`config.mk`:
```
export PLATFORM = sky130hd
export DESIGN_NAME = lidar_beam_to_map_point_core
export DESIGN_NICKNAME = d
export VERILOG_FILES = /design/src/rtl/lbmp_pkg.sv /design/src/rtl/lbmp_ctrl.sv /design/src/rtl/lbmp_datapath.sv /design/src/rtl/lidar_beam_to_map_point_core.sv
export SDC_FILE = /design/constraint.sdc
export NUM_CORES = 2
export LEC_CHECK = 0
export ABC_CLOCK_PERIOD_IN_PS = 14200
export BUFFER_PORTS_ARGS = -buffer_cell sky130_fd_sc_hd__clkbuf_2
export CORE_UTILIZATION = 40
export CTS_CLUSTER_SIZE = 8
export DETAILED_ROUTE_END_ITERATION = 16
export GPL_ROUTABILITY_DRIVEN = 1
export GPL_TIMING_DRIVEN = 1
export PLACE_DENSITY = 0.52
export SLEW_MARGIN = 20
export SYNTH_ARGS = -nofsm -noshare
export SYNTH_HDL_FRONTEND = slang
export SYNTH_SLANG_ARGS = --single-unit
```
`constraint.sdc`:
```
create_clock -name clk -period 14.2 [get_ports clk]
set_input_delay 2.13 -clock clk [delete_from_list [all_inputs] [get_ports clk]]
set_output_delay 2.13 -clock clk [all_outputs]
set_load 0.05 [all_outputs]
```
`src/rtl/lbmp_pkg.sv`:
```
// Shared types, constants and CORDIC arctangent table for the lidar beam to map point block.
`default_nettype none

package lbmp_pkg;

  // Port widths
  localparam int IN_W    = 16;
  localparam int OUT_W   = 80;
  localparam int CFG_W   = 24;
  localparam int CIDX_W  = 3;
  localparam int ITER_W  = 5;
  localparam int MAX_ITERS = 24;

  // Configuration register indexes
  typedef enum logic [CIDX_W-1:0] {
    CFG_SKIP_COUNT     = 3'd0,
    CFG_BEAMS_PER_SCAN = 3'd1,
    CFG_ANGLE_START    = 3'd2,
    CFG_ANGLE_STEP     = 3'd3,
    CFG_RANGE_MIN      = 3'd4,
    CFG_RANGE_MAX      = 3'd5,
    CFG_CELLS_PER_MM   = 3'd6
  } cfg_idx_t;

  // Configuration reset values
  localparam logic [9:0]  RST_SKIP_COUNT  = 10'd0;
  localparam logic [12:0] RST_BEAMS       = 13'd1081;
  localparam logic [15:0] RST_ANGLE_START = 16'hA000;
  localparam logic [15:0] RST_ANGLE_STEP  = 16'd182;
  localparam logic [15:0] RST_RANGE_MIN   = 16'd20;
  localparam logic [15:0] RST_RANGE_MAX   = 16'd29900;
  localparam logic [23:0] RST_CELLS       = 24'd2621;

  // CORDIC gain correction, 0.6072529350 in Q30
  localparam logic [29:0] GAIN_Q30 = 30'd652032874;

  // Controller to datapath commands
  typedef struct packed {
    logic              accept;
    logic              mul0;
    logic              mul1;
    logic              mul2;
    logic              prep;
    logic              iter;
    logic              load;
    logic [ITER_W-1:0] iter_idx;
  } cmd_t;

  // Datapath to controller status
  typedef struct packed {
    logic item_valid;
    logic out_free;
  } stat_t;

  // atan(2^-i) in units of 2*pi/2^32
  function automatic logic [29:0] atan_lut(input logic [ITER_W-1:0] i);
    logic [29:0] v;
    case (i)
      5'd0:    v = 30'd536870912;
      5'd1:    v = 30'd316933406;
      5'd2:    v = 30'd167458907;
      5'd3:    v = 30'd85004756;
      5'd4:    v = 30'd42667331;
      5'd5:    v = 30'd21354465;
      5'd6:    v = 30'd10679838;
      5'd7:    v = 30'd5340245;
      5'd8:    v = 30'd2670163;
      5'd9:    v = 30'd1335087;
      5'd10:   v = 30'd667544;
      5'd11:   v = 30'd333772;
      5'd12:   v = 30'd166886;
      5'd13:   v = 30'd83443;
      5'd14:   v = 30'd41722;
      5'd15:   v = 30'd20861;
      5'd16:   v = 30'd10430;
      5'd17:   v = 30'd5215;
      5'd18:   v = 30'd2608;
      5'd19:   v = 30'd1304;
      5'd20:   v = 30'd652;
      5'd21:   v = 30'd326;
      5'd22:   v = 30'd163;
      5'd23:   v = 30'd81;
      default: v = 30'd0;
    endcase
    return v;
  endfunction

endpackage

`default_nettype wire

```
`src/rtl/lbmp_ctrl.sv`:
```
// Sequencing state machine: accept, scale multiply, CORDIC iterations, output load.
`default_nettype none

module lbmp_ctrl #(
  parameter int CORDIC_STEPS = 16
) (
  input  wire logic          clk,
  input  wire logic          rst,
  input  wire logic          s_tvalid,
  output logic               s_tready,
  output lbmp_pkg::cmd_t     cmd,
  input  wire lbmp_pkg::stat_t stat
);

  localparam int STEPS = (CORDIC_STEPS > lbmp_pkg::MAX_ITERS) ? lbmp_pkg::MAX_ITERS
                                                              : CORDIC_STEPS;
  localparam logic [lbmp_pkg::ITER_W-1:0] LAST = lbmp_pkg::ITER_W'(STEPS - 1);

  typedef enum logic [6:0] {
    ST_IDLE = 7'b0000001,
    ST_MUL0 = 7'b0000010,
    ST_MUL1 = 7'b0000100,
    ST_MUL2 = 7'b0001000,
    ST_PREP = 7'b0010000,
    ST_ITER = 7'b0100000,
    ST_FIN  = 7'b1000000
  } state_t;

  state_t                       state, state_next;
  logic [lbmp_pkg::ITER_W-1:0]  iter_cnt, iter_cnt_next;
  logic                         accept;

  assign s_tready = (state == ST_IDLE);
  assign accept   = s_tvalid && s_tready;

  // Next state and iteration count
  always_comb begin
    state_next    = state;
    iter_cnt_next = iter_cnt;
    case (state)
      ST_IDLE: begin
        if (accept && stat.item_valid) state_next = ST_MUL0;
      end
      ST_MUL0: state_next = ST_MUL1;
      ST_MUL1: state_next = ST_MUL2;
      ST_MUL2: state_next = ST_PREP;
      ST_PREP: begin
        state_next    = ST_ITER;
        iter_cnt_next = '0;
      end
      ST_ITER: begin
        if (iter_cnt == LAST) begin
          state_next = ST_FIN;
        end else begin
          iter_cnt_next = iter_cnt + 1'b1;
        end
      end
      ST_FIN: begin
        if (stat.out_free) state_next = ST_IDLE;
      end
      default: state_next = ST_IDLE;
    endcase
  end

  // Drive datapath commands
  always_comb begin
    cmd.accept   = accept;
    cmd.mul0     = (state == ST_MUL0);
    cmd.mul1     = (state == ST_MUL1);
    cmd.mul2     = (state == ST_MUL2);
    cmd.prep     = (state == ST_PREP);
    cmd.iter     = (state == ST_ITER);
    cmd.load     = (state == ST_FIN) && stat.out_free;
    cmd.iter_idx = iter_cnt;
  end

  always_ff @(posedge clk) begin
    if (rst) begin
      state    <= ST_IDLE;
      iter_cnt <= '0;
    end else begin
      state    <= state_next;
      iter_cnt <= iter_cnt_next;
    end
  end

endmodule

`default_nettype wire

```
`src/rtl/lbmp_datapath.sv`:
```
// Datapath: config registers, beam tracking, scale multiply, CORDIC rotator, output register.
`default_nettype none

module lbmp_datapath #(
  parameter int MAX_BEAMS = 4096
) (
  input  wire logic                        clk,
  input  wire logic                        rst,
  input  wire logic [lbmp_pkg::IN_W-1:0]   s_tdata,
  input  wire logic [0:0]                  s_tuser,
  output logic                             m_tvalid,
  input  wire logic                        m_tready,
  output logic [lbmp_pkg::OUT_W-1:0]       m_tdata,
  input  wire logic                        cfg_we,
  input  wire logic [lbmp_pkg::CIDX_W-1:0] cfg_index,
  input  wire logic [lbmp_pkg::CFG_W-1:0]  cfg_data,
  input  wire lbmp_pkg::cmd_t              cmd,
  output lbmp_pkg::stat_t                  stat
);

  localparam logic [13:0] MAXB = 14'(MAX_BEAMS);

  // Configuration registers
  logic [9:0]  skip_count;
  logic [12:0] beams_per_scan;
  logic [15:0] angle_start;
  logic [15:0] ang_incr;
  logic [15:0] range_min_mm;
  logic [15:0] range_max_mm;
  logic [23:0] cells_per_mm_q16;

  // Beam tracking state
  logic [12:0] beam_count, beam_count_next;
  logic [15:0] beam_angle, beam_angle_next;
  logic [12:0] cnt_eff;
  logic [15:0] ang_eff;
  logic [13:0] nb;
  logic        kept;
  logic        item_valid;

  // Latched item
  logic [15:0] rng;
  logic [15:0] ang;
  logic [11:0] idx;

  // Shared multiplier
  logic [23:0] op_a;
  logic [29:0] op_b;
  logic [53:0] mul_res;
  logic [39:0] prod;
  logic [49:0] plo;
  logic [49:0] phi;

  // Pre-rotation
  logic [69:0]        gsum;
  logic [39:0]        x0;
  logic signed [42:0] x0s;
  logic signed [15:0] a_in;
  logic signed [15:0] a_adj;
  logic [40:0]        dsum;

  // CORDIC registers
  logic signed [42:0] x, y;
  logic signed [33:0] z;
  logic signed [42:0] dx, dy;
  logic signed [33:0] zt;
  logic [19:0]        range_cells;

  // Output rounding
  logic signed [42:0] rx, ry;
  logic [20:0]        x_out, y_out;

  // Output register
  logic [20:0] x_q, y_q;
  logic [19:0] dist_q;
  logic [11:0] beam_q;

  // Clamp a Q8 value (rounded from Q16 by the caller) to 21 signed bits
  function automatic logic [20:0] sat21(input logic signed [42:0] v);
    logic [20:0] r;
    if (v > 43'sd1048575) begin
      r = 21'h0FFFFF;
    end else if (v < -43'sd1048576) begin
      r = 21'h100000;
    end else begin
      r = v[20:0];
    end
    return r;
  endfunction

  // Write configuration
  always_ff @(posedge clk) begin
    if (rst) begin
      skip_count       <= lbmp_pkg::RST_SKIP_COUNT;
      beams_per_scan   <= lbmp_pkg::RST_BEAMS;
      angle_start      <= lbmp_pkg::RST_ANGLE_START;
      ang_incr         <= lbmp_pkg::RST_ANGLE_STEP;
      range_min_mm     <= lbmp_pkg::RST_RANGE_MIN;
      range_max_mm     <= lbmp_pkg::RST_RANGE_MAX;
      cells_per_mm_q16 <= lbmp_pkg::RST_CELLS;
    end else if (cfg_we) begin
      case (cfg_index)
        lbmp_pkg::CFG_SKIP_COUNT:     skip_count       <= cfg_data[9:0];
        lbmp_pkg::CFG_BEAMS_PER_SCAN: beams_per_scan   <= cfg_data[12:0];
        lbmp_pkg::CFG_ANGLE_START:    angle_start      <= cfg_data[15:0];
        lbmp_pkg::CFG_ANGLE_STEP:     ang_incr         <= cfg_data[15:0];
        lbmp_pkg::CFG_RANGE_MIN:      range_min_mm     <= cfg_data[15:0];
        lbmp_pkg::CFG_RANGE_MAX:      range_max_mm     <= cfg_data[15:0];
        lbmp_pkg::CFG_CELLS_PER_MM:   cells_per_mm_q16 <= cfg_data;
        default: ;
      endcase
    end
  end

  // Classify the incoming beam against the kept window and range gate
  always_comb begin
    cnt_eff = s_tuser[0] ? 13'd0 : beam_count;
    ang_eff = s_tuser[0] ? angle_start : beam_angle;
    nb      = ({1'b0, beams_per_scan} < MAXB) ? {1'b0, beams_per_scan} : MAXB;
    kept    = (cnt_eff >= {3'b000, skip_count}) &&
              (({1'b0, cnt_eff} + {4'b0000, skip_count}) < nb);
    item_valid = kept && (s_tdata > range_min_mm) && (s_tdata < range_max_mm);
    beam_angle_next = kept ? (ang_eff + ang_incr) : ang_eff;
    beam_count_next = (cnt_eff != 13'h1FFF) ? (cnt_eff + 13'd1) : cnt_eff;
  end

  // Advance beam state on each transfer
  always_ff @(posedge clk) begin
    if (rst) begin
      beam_count <= '0;
      beam_angle <= '0;
    end else if (cmd.accept) begin
      beam_count <= beam_count_next;
      beam_angle <= beam_angle_next;
    end
  end

  // Hold the item's fields for the conversion
  always_ff @(posedge clk) begin
    if (cmd.accept) begin
      rng <= s_tdata;
      ang <= ang_eff;
      idx <= cnt_eff[11:0];
    end
  end

  // Multiplier operand select: range scale, then gain on low and high halves
  always_comb begin
    if (cmd.mul0) begin
      op_a = cells_per_mm_q16;
      op_b = {14'd0, rng};
    end else if (cmd.mul1) begin
      op_a = {4'd0, prod[19:0]};
      op_b = lbmp_pkg::GAIN_Q30;
    end else begin
      op_a = {4'd0, prod[39:20]};
      op_b = lbmp_pkg::GAIN_Q30;
    end
    mul_res = {30'd0, op_a} * {24'd0, op_b};
  end

  always_ff @(posedge clk) begin
    if (cmd.mul0) prod <= mul_res[39:0];
    if (cmd.mul1) plo  <= mul_res[49:0];
    if (cmd.mul2) phi  <= mul_res[49:0];
  end

  // Combine gain products, pre-rotate by a quarter turn, round the distance
  always_comb begin
    gsum  = {phi, 20'd0} + {20'd0, plo};
    // The gain product wraps at 64 bits before the Q30 shift
    x0    = {6'd0, gsum[63:30]};
    x0s   = $signed({3'b000, x0});
    a_in  = $signed(ang);
    dsum  = {1'b0, prod} + 41'd128;
    if (a_in > 16'sd16384) begin
      a_adj = a_in - 16'sd16384;
    end else if (a_in < -16'sd16384) begin
      a_adj = a_in + 16'sd16384;
    end else begin
      a_adj = a_in;
    end
  end

  // One CORDIC micro-rotation
  always_comb begin
    dx = y >>> cmd.iter_idx;
    dy = x >>> cmd.iter_idx;
    zt = $signed({4'b0000, lbmp_pkg::atan_lut(cmd.iter_idx)});
  end

  always_ff @(posedge clk) begin
    if (cmd.prep) begin
      if (a_in > 16'sd16384) begin
        x <= '0;
        y <= x0s;
      end else if (a_in < -16'sd16384) begin
        x <= '0;
        y <= -x0s;
      end else begin
        x <= x0s;
        y <= '0;
      end
      z           <= {{2{a_adj[15]}}, a_adj, 16'd0};
      range_cells <= (|dsum[40:28]) ? 20'hFFFFF : dsum[27:8];
    end else if (cmd.iter) begin
      if (!z[33]) begin
        x <= x - dx;
        y <= y + dy;
        z <= z - zt;
      end else begin
        x <= x + dx;
        y <= y - dy;
        z <= z + zt;
      end
    end
  end

  // Round projections to Q8 and saturate
  always_comb begin
    rx    = (x + 43'sd128) >>> 8;
    ry    = (y + 43'sd128) >>> 8;
    x_out = sat21(rx);
    y_out = sat21(ry);
  end

  // Output register: load a finished point, drop it once transferred
  always_ff @(posedge clk) begin
    if (rst) begin
      m_tvalid <= 1'b0;
    end else if (cmd.load) begin
      m_tvalid <= 1'b1;
    end else if (m_tready) begin
      m_tvalid <= 1'b0;
    end
  end

  always_ff @(posedge clk) begin
    if (cmd.load) begin
      x_q    <= x_out;
      y_q    <= y_out;
      dist_q <= range_cells;
      beam_q <= idx;
    end
  end

  assign m_tdata = {6'd0, beam_q, dist_q, y_q, x_q};

  assign stat.item_valid = item_valid;
  assign stat.out_free   = !m_tvalid || m_tready;

endmodule

`default_nettype wire

```
`src/rtl/lidar_beam_to_map_point_core.sv`:
```
// A point-giving beam passes MUL0, MUL1, MUL2, PREP, the CORDIC iterations and FIN, which
//   waits for a free output register, then shows on m_tvalid. The single iterative CORDIC
//   rotator and the shared multiplier (three passes per beam) hold s_tready low until the load.
// Beams dropped by the window or range gate take one cycle each while the core is idle.
// Reset (rst, synchronous): clears the controller, beam counter and angle, output valid,
//   and loads the configuration registers with their default values.
// Top level: lidar range samples in, map points out.
`default_nettype none

module lidar_beam_to_map_point_core #(
  parameter int CORDIC_STEPS = 16,
  parameter int MAX_BEAMS    = 4096
) (
  input  wire logic                        clk,
  input  wire logic                        rst,
  input  wire logic                        s_tvalid,
  output logic                             s_tready,
  input  wire logic [lbmp_pkg::IN_W-1:0]   s_tdata,   // [15:0] range_mm
  input  wire logic [0:0]                  s_tuser,   // [0] scan_start
  output logic                             m_tvalid,
  input  wire logic                        m_tready,
  // [20:0] x_cells_q8, [41:21] y_cells_q8, [61:42] dist_cells_q8, [73:62] beam_number,
  // [79:74] zero
  output logic [lbmp_pkg::OUT_W-1:0]       m_tdata,
  input  wire logic                        cfg_we,
  input  wire logic [lbmp_pkg::CIDX_W-1:0] cfg_index,
  input  wire logic [lbmp_pkg::CFG_W-1:0]  cfg_data
);

  lbmp_pkg::cmd_t  cmd;
  lbmp_pkg::stat_t stat;

  lbmp_ctrl #(
    .CORDIC_STEPS(CORDIC_STEPS)
  ) u_ctrl (
    .clk      (clk),
    .rst      (rst),
    .s_tvalid (s_tvalid),
    .s_tready (s_tready),
    .cmd      (cmd),
    .stat     (stat)
  );

  lbmp_datapath #(
    .MAX_BEAMS(MAX_BEAMS)
  ) u_dp (
    .clk       (clk),
    .rst       (rst),
    .s_tdata   (s_tdata),
    .s_tuser   (s_tuser),
    .m_tvalid  (m_tvalid),
    .m_tready  (m_tready),
    .m_tdata   (m_tdata),
    .cfg_we    (cfg_we),
    .cfg_index (cfg_index),
    .cfg_data  (cfg_data),
    .cmd       (cmd),
    .stat      (stat)
  );

endmodule

`default_nettype wire

```
### Word-level counts from Yosys, hierarchy flattened

Memory sizes are Yosys's and may differ from the RTL's. A register that Yosys moved wholly into a read port is not among the register bits.
Cells that the tools add are included.

* register bits: 545
* bits in latches: 0
* RAM bits: 0
* bits in read-only memories: 960
* input port bits: 49
* output and inout bits: 82
* logic and storage cells: 134
* memories: 1

* add/subtract/negate cells: 17
* multipliers: 1
* div/mod/pow operators: 0
* magnitude comparators: 11
* eq/ne operators: 19
* shift-type cells: 2
* multiplexer cells: 35
* bitwise gates (word level): 0
* reductions and logical operators: 21

Memory list
* (no name shown): words 32, bits a word 30, rd ports 1, clocked after Yosys merged registers in 1, write ports 0, line lbmp_pkg.sv:58 `case (i)`

Operator list (count)
* two-way mux 43 bit: 9
* two-way mux 34 bit: 4
* adder 43 bit: 2
* adder 43 x 9 -> 43 bit, second input constant: 2
* >>> shifter 43 x 5 -> 43 bit: 2
* subtractor 43 bit: 2
* greater-than comparator 35 x 21 -> 1 bit, second input constant: 2
* < comparator 35 x 21 -> 1 bit, second input constant: 2
* adder 64 x 50 -> 64 bit: 1
* two-way mux 16 bit: 4
* multiplier 24 x 30 -> 50 bit: 1
* case mux 7 bit (7 select lines): 1
* negation 34 -> 43 bit: 1
* two-way mux 21 bit: 2
* adder 40 x 8 -> 41 bit, second input constant: 1
* two-way mux 13 bit: 3
* adder 34 x 31 -> 34 bit: 1
* subtractor 34 x 31 -> 34 bit: 1
* two-way mux 30 bit: 1
* two-way mux 24 bit: 1
* two-way mux 7 bit: 3
* two-way mux 20 bit: 1
* adder 16 bit: 1
* adder 16 bit, second input constant: 1
* 36 further kinds: 57

### Depth between registers and ports, before layout

* word-level depth: 9
* depth in mapped cells: 38
* mapped depth without buffers: 36

### Cells and area by module

Synthesis repeated with hierarchy kept, for this count alone.

* cell total of the unflattened synthesis: 6583
* area total of the unflattened synthesis: 59490.8 sq um

By module, submodules not included
* lbmp_datapath: instances 1, cells each 6494, area an instance 58718.8 sq um
* lbmp_ctrl: instances 1, cells each 89, area an instance 772.0 sq um

### Worst setup path before layout

OpenSTA, ideal clock, no wires.

* kind: reg2reg
* start point: register u_ctrl.state[6]
* end point: register u_dp.plo[48] (data pin)
* setup time: 274 ps
* arrival time: 9258 ps
* data required time: 13926 ps
* setup slack: 4669 ps
* stages on the path, launching flop included: 31
* period minus slack after synthesis: 9531 ps
* cells stage by stage: dfxtp_1 > nor4_1 > nand3_1 > inv_1 > clkbuf_1 > clkbuf_1 > clkbuf_1 > nor2_1 > ha_1 > fa_1 > inv_1 > fa_1 > fa_1 > inv_1 > fa_1 > fa_1 > inv_1 > fa_1 > inv_1 > ha_1 > a211oi_1 > nand2_1 > a221oi_1 > a21boi_0 > o21ai_0 > a2111oi_0 > o21bai_1 > a21oi_1 > o21a_1 > o41ai_1 > xor2_1

* longest elaborated chain between the ends: 4
* elaborated cells on any way between the ends: 6
* those cells by class: mul (1); eq/ne (2); mux (3)

Ends and longest elaborated chain
* start, declared: line lbmp_ctrl.sv:29 `state_t state, state_next;`
* start signal, assigned: line lbmp_ctrl.sv:82 `state <= state_next;`
* equality test 7 x 3 -> 1 bit: line lbmp_ctrl.sv:69 `cmd.mul1 = (state == ST_MUL1);`
* two-way mux 20 bit: line lbmp_datapath.sv:152 `end else if (cmd.mul1) begin`
* two-way mux 24 bit: line lbmp_datapath.sv:149 `if (cmd.mul0) begin`
* multiplier 24 x 30 -> 50 bit (*): line lbmp_datapath.sv:159 `mul_res = {30'd0, op_a} * {24'd0, op_b};`
* net u_dp.mul_res[48]: line lbmp_datapath.sv:49 `logic [53:0] mul_res;`
* end signal, assigned: line lbmp_datapath.sv:164 `if (cmd.mul1) plo <= mul_res[49:0];`
* end, declared: line lbmp_datapath.sv:51 `logic [49:0] plo;`

Mark *: on every way through the listed nets, which the timed path passes. The rest lies on a longest branch.
A chain may end at the register's enable or synchronous reset.

### Worst setup path in the final report

Same ends and word-level chain as after synthesis.

==> impl_metrics.py <==
metrics = {
    "yosys": {
        "yosys_most_used_dff": "edfxtp_1",
        "yosys_register_bits": 555,
        "synth-seq-area-share_pct": 24.2,
        "netlist_area_mm2": 0.0607,
        "synthAdderAreaFrac_pct": 25.5,
        "synth_edf_count": 356,
        "synth-simple-area-share_pct": 15.9,
        "synth_area_per_cell_um2": 8.99,
        "ys_async_sr_fraction_pct": 0,
        "synth_xor_xnor_area_share_pct": 5.89,
        "synth_cell_types": 99,
        "yosys_warnings": 0,
        "synthCells": 6751,
        "synth_mux_area_share_pct": 7.19,
        "synth_top_family_by_area": "adder cells",
        "synth_compound_area_share_pct": 14.1,
    },
    "routing": {
        "dr.first_iter.drc_count": 4177,
        "vias_per_cell": 5.72,
        "drc": 0,
        "wl_per_cell_um": 23.9,
        "wirelength_um": 209000,
        "vias": 50300,
        "ant_nets": 0,
        "first_pass_iters": 6,
    },
    "grt": {
        "gr-usage-all-layers_pct": 27.2,
        "antenna_found_initial": 3,
        "grt_pass1_wl_um": 314000,
        "grt_max_degree": 106,
        "grt_pass1_vias": 49400,
        "overflow": 0,
    },
    "cts": {
        "clock_path_buffers": 3,
        "cts_setup_buffers": 0,
        "path_clk_slew_ns": 0.06,
        "hold_buffers": 0,
        "tritoncts": "done",
        "h-tree-depth": 3,
        "clk_latency_ns": 0.72,
        "cts_root_buf": "clkbuf_16",
        "clock_sinks": 555,
        "cts_made_buffers": 82,
        "ctsResizeCount": 0,
    },
    "critical_path": {
        "crit_slowest_cell": "a21boi_0",
        "critical-path-top-delay-family": "adder cells",
        "slowest_delay_ns": 0.81,
        "path_max_fanout": 105,
        "cp-end-kind": "register",
        "start_kind": "register",
        "critical_path_required_ns": 14.60,
        "critPathBufInv": 9,
        "setup.worst_path.class": "register to register",
        "path_common_cell": "fa_1",
        "cp.arrival_ns": 11.71,
    },
    "sta": {
        "finClkSkew_ns": 0.0475,
        "fin_crit_sh_pct": 79.6,
        "timing.final.max_slew_violations": 0,
        "rsz0062_at_grt": "no",
        "clock.fmax_ghz": 0.0885,
        "setup_ws_ns": 2.90,
        "min_period_ns": 11.30,
        "hold_violations": 0,
        "relSlewSlack_pct": 25.8,
        "finalSetupViolCount": 0,
        "tightest_slew_ns": 1.10,
        "holdWs_ns": 0.399,
        "tns_ns": 0,
    },
    "flow_run": {
        "cap_violations": 0,
    },
    "final_layout": {
        "drive_above_1_share_pct": 8.22,
        "final_cell_mix": "nand2_1 (773), inv_1 (762), fa_1 (498)",
        "nets": 7703,
        "diodes": 0,
        "area_growth_pct": 8.07,
        "final_common_cell": "nand2_1",
        "postLayoutCellArea_mm2": 0.0656,
    },
    "floorplan": {
        "num_rows": 142,
        "num_io_pins": 131,
        "core-area_mm2": 0.150,
        "initial_core_util_pct": 40.4,
        "die_w_um": 391,
        "fp.dieH_um": 391,
        "die-area_mm2": 0.153,
    },
    "placed_design": {
        "gp_congestion": 0.930,
        "port_buffers": 124,
        "place_ws_ns": 3.15,
        "dp.final_hpwl_um": 163000,
        "place_area_mm2": 0.0632,
    },
    "outcome": {
        "outcome": "finished clean",
    },
    "hold_path": {
        "hp-class": "register to register",
    },
}
==> layer usage <==
metal	vias to the layer above	routed length (um)	track usage, %
met5	-	56	0
met1	24800	87700	35.2
met4	8	10800	13.0
met2	1801	98600	44.8
met3	407	12200	3.51
li1	23200	-	-
==> worst paths after layout <==
kind	start	end	slack [ns]	depth (start not counted)
max	u_ctrl.state[6]$_SDFFE_PP0P_	u_dp.plo[48]$_DFFE_PN_	2.90	33
min	u_dp.range_cells[2]$_SDFFCE_PP1P_	u_dp.dist_q[2]$_DFFE_PP_	0.40	0
max reg2reg	u_ctrl.state[6]$_SDFFE_PP0P_	u_dp.plo[48]$_DFFE_PN_	2.90	33
min reg2reg	u_dp.range_cells[2]$_SDFFCE_PP1P_	u_dp.dist_q[2]$_DFFE_PP_	0.40	0
==> through the flow <==
step	utilization, %	cells
after detailed placement	42.1	8650
after floorplan	-	6772
after global routing	43.7	8779
after CTS	43.7	8779
final	43.7	8779
after global placement	42.1	8650
==> sequential cells by signal (all words and copies together) (netlist names), 16 cells and up <==
name                   cells
u_dp.zt                   30
u_dp.angle_start          16
u_dp.plo                  30
u_dp.y_q                  21
u_dp.phi                  44
u_dp.ang_incr             16
u_dp.range_cells          20
u_dp.rng                  16
u_dp.beam_angle           16
u_dp.dist_q               20
u_dp.z                    34
u_dp.cells_per_mm_q16     24
u_dp.range_min_mm         16
u_dp.a_in                 16
u_dp.x                    43
u_dp.prod                 40
u_dp.x_q                  21
u_dp.range_max_mm         16
u_dp.y                    43
==> cells in the mapped netlist, types with 33 or more instances <==
cell / instances / share of area [%]
a21oi_1: 447 / 3.7
nand2b_1: 66 / 0.68
fa_1: 498 / 16
edfxtp_1: 356 / 18
o21ai_0: 295 / 2.4
nand2_1: 773 / 4.8
nand3_1: 164 / 1.4
xnor2_1: 207 / 3.0
nand4_1: 65 / 0.67
and3_1: 167 / 1.7
o22ai_1: 43 / 0.44
and2_1: 48 / 0.49
clkbuf_1: 242 / 1.5
ha_1: 438 / 9.0
nor3_1: 86 / 0.71
nor2_1: 499 / 3.1
dfxtp_1: 199 / 6.6
o21a_1: 52 / 0.64
a31oi_1: 65 / 0.67
mux4_2: 111 / 4.1
inv_1: 767 / 4.7
mux2_2: 62 / 1.2
a211oi_1: 41 / 0.51
a21o_1: 116 / 1.4
mux2i_1: 113 / 1.9
buf_1: 47 / 0.29
o21bai_1: 33 / 0.41
xor2_1: 199 / 2.9
nor2b_1: 56 / 0.58
==> area by class of cell <==
cell class | count | area [um^2]
clock buffers | 117 | 2210
clock inverters | 12 | 180
fillers | 14800 | 84600
inverters | 770 | 2900
multi-input cells | 5100 | 41800
flip-flops and latches | 555 | 14700
well taps | 2016 | 2520
repair buffers | 209 | 1270
==> cell families (layout without fill, tap and decap cells) <==
kind of cell | Yosys count | in the layout
xor+xnor | 407 | 407
simple gates | 2076 | 2076
other cells | 2 | 23
mux | 289 | 289
buf+inv | 1117 | 1108
flops | 555 | 555
compound gates | 1368 | 1368
fa+ha+maj | 937 | 937
Power is left out: the tool's default activity adds up to more than one toggle a clock period on the data nets, which glitch-free logic cannot reach.
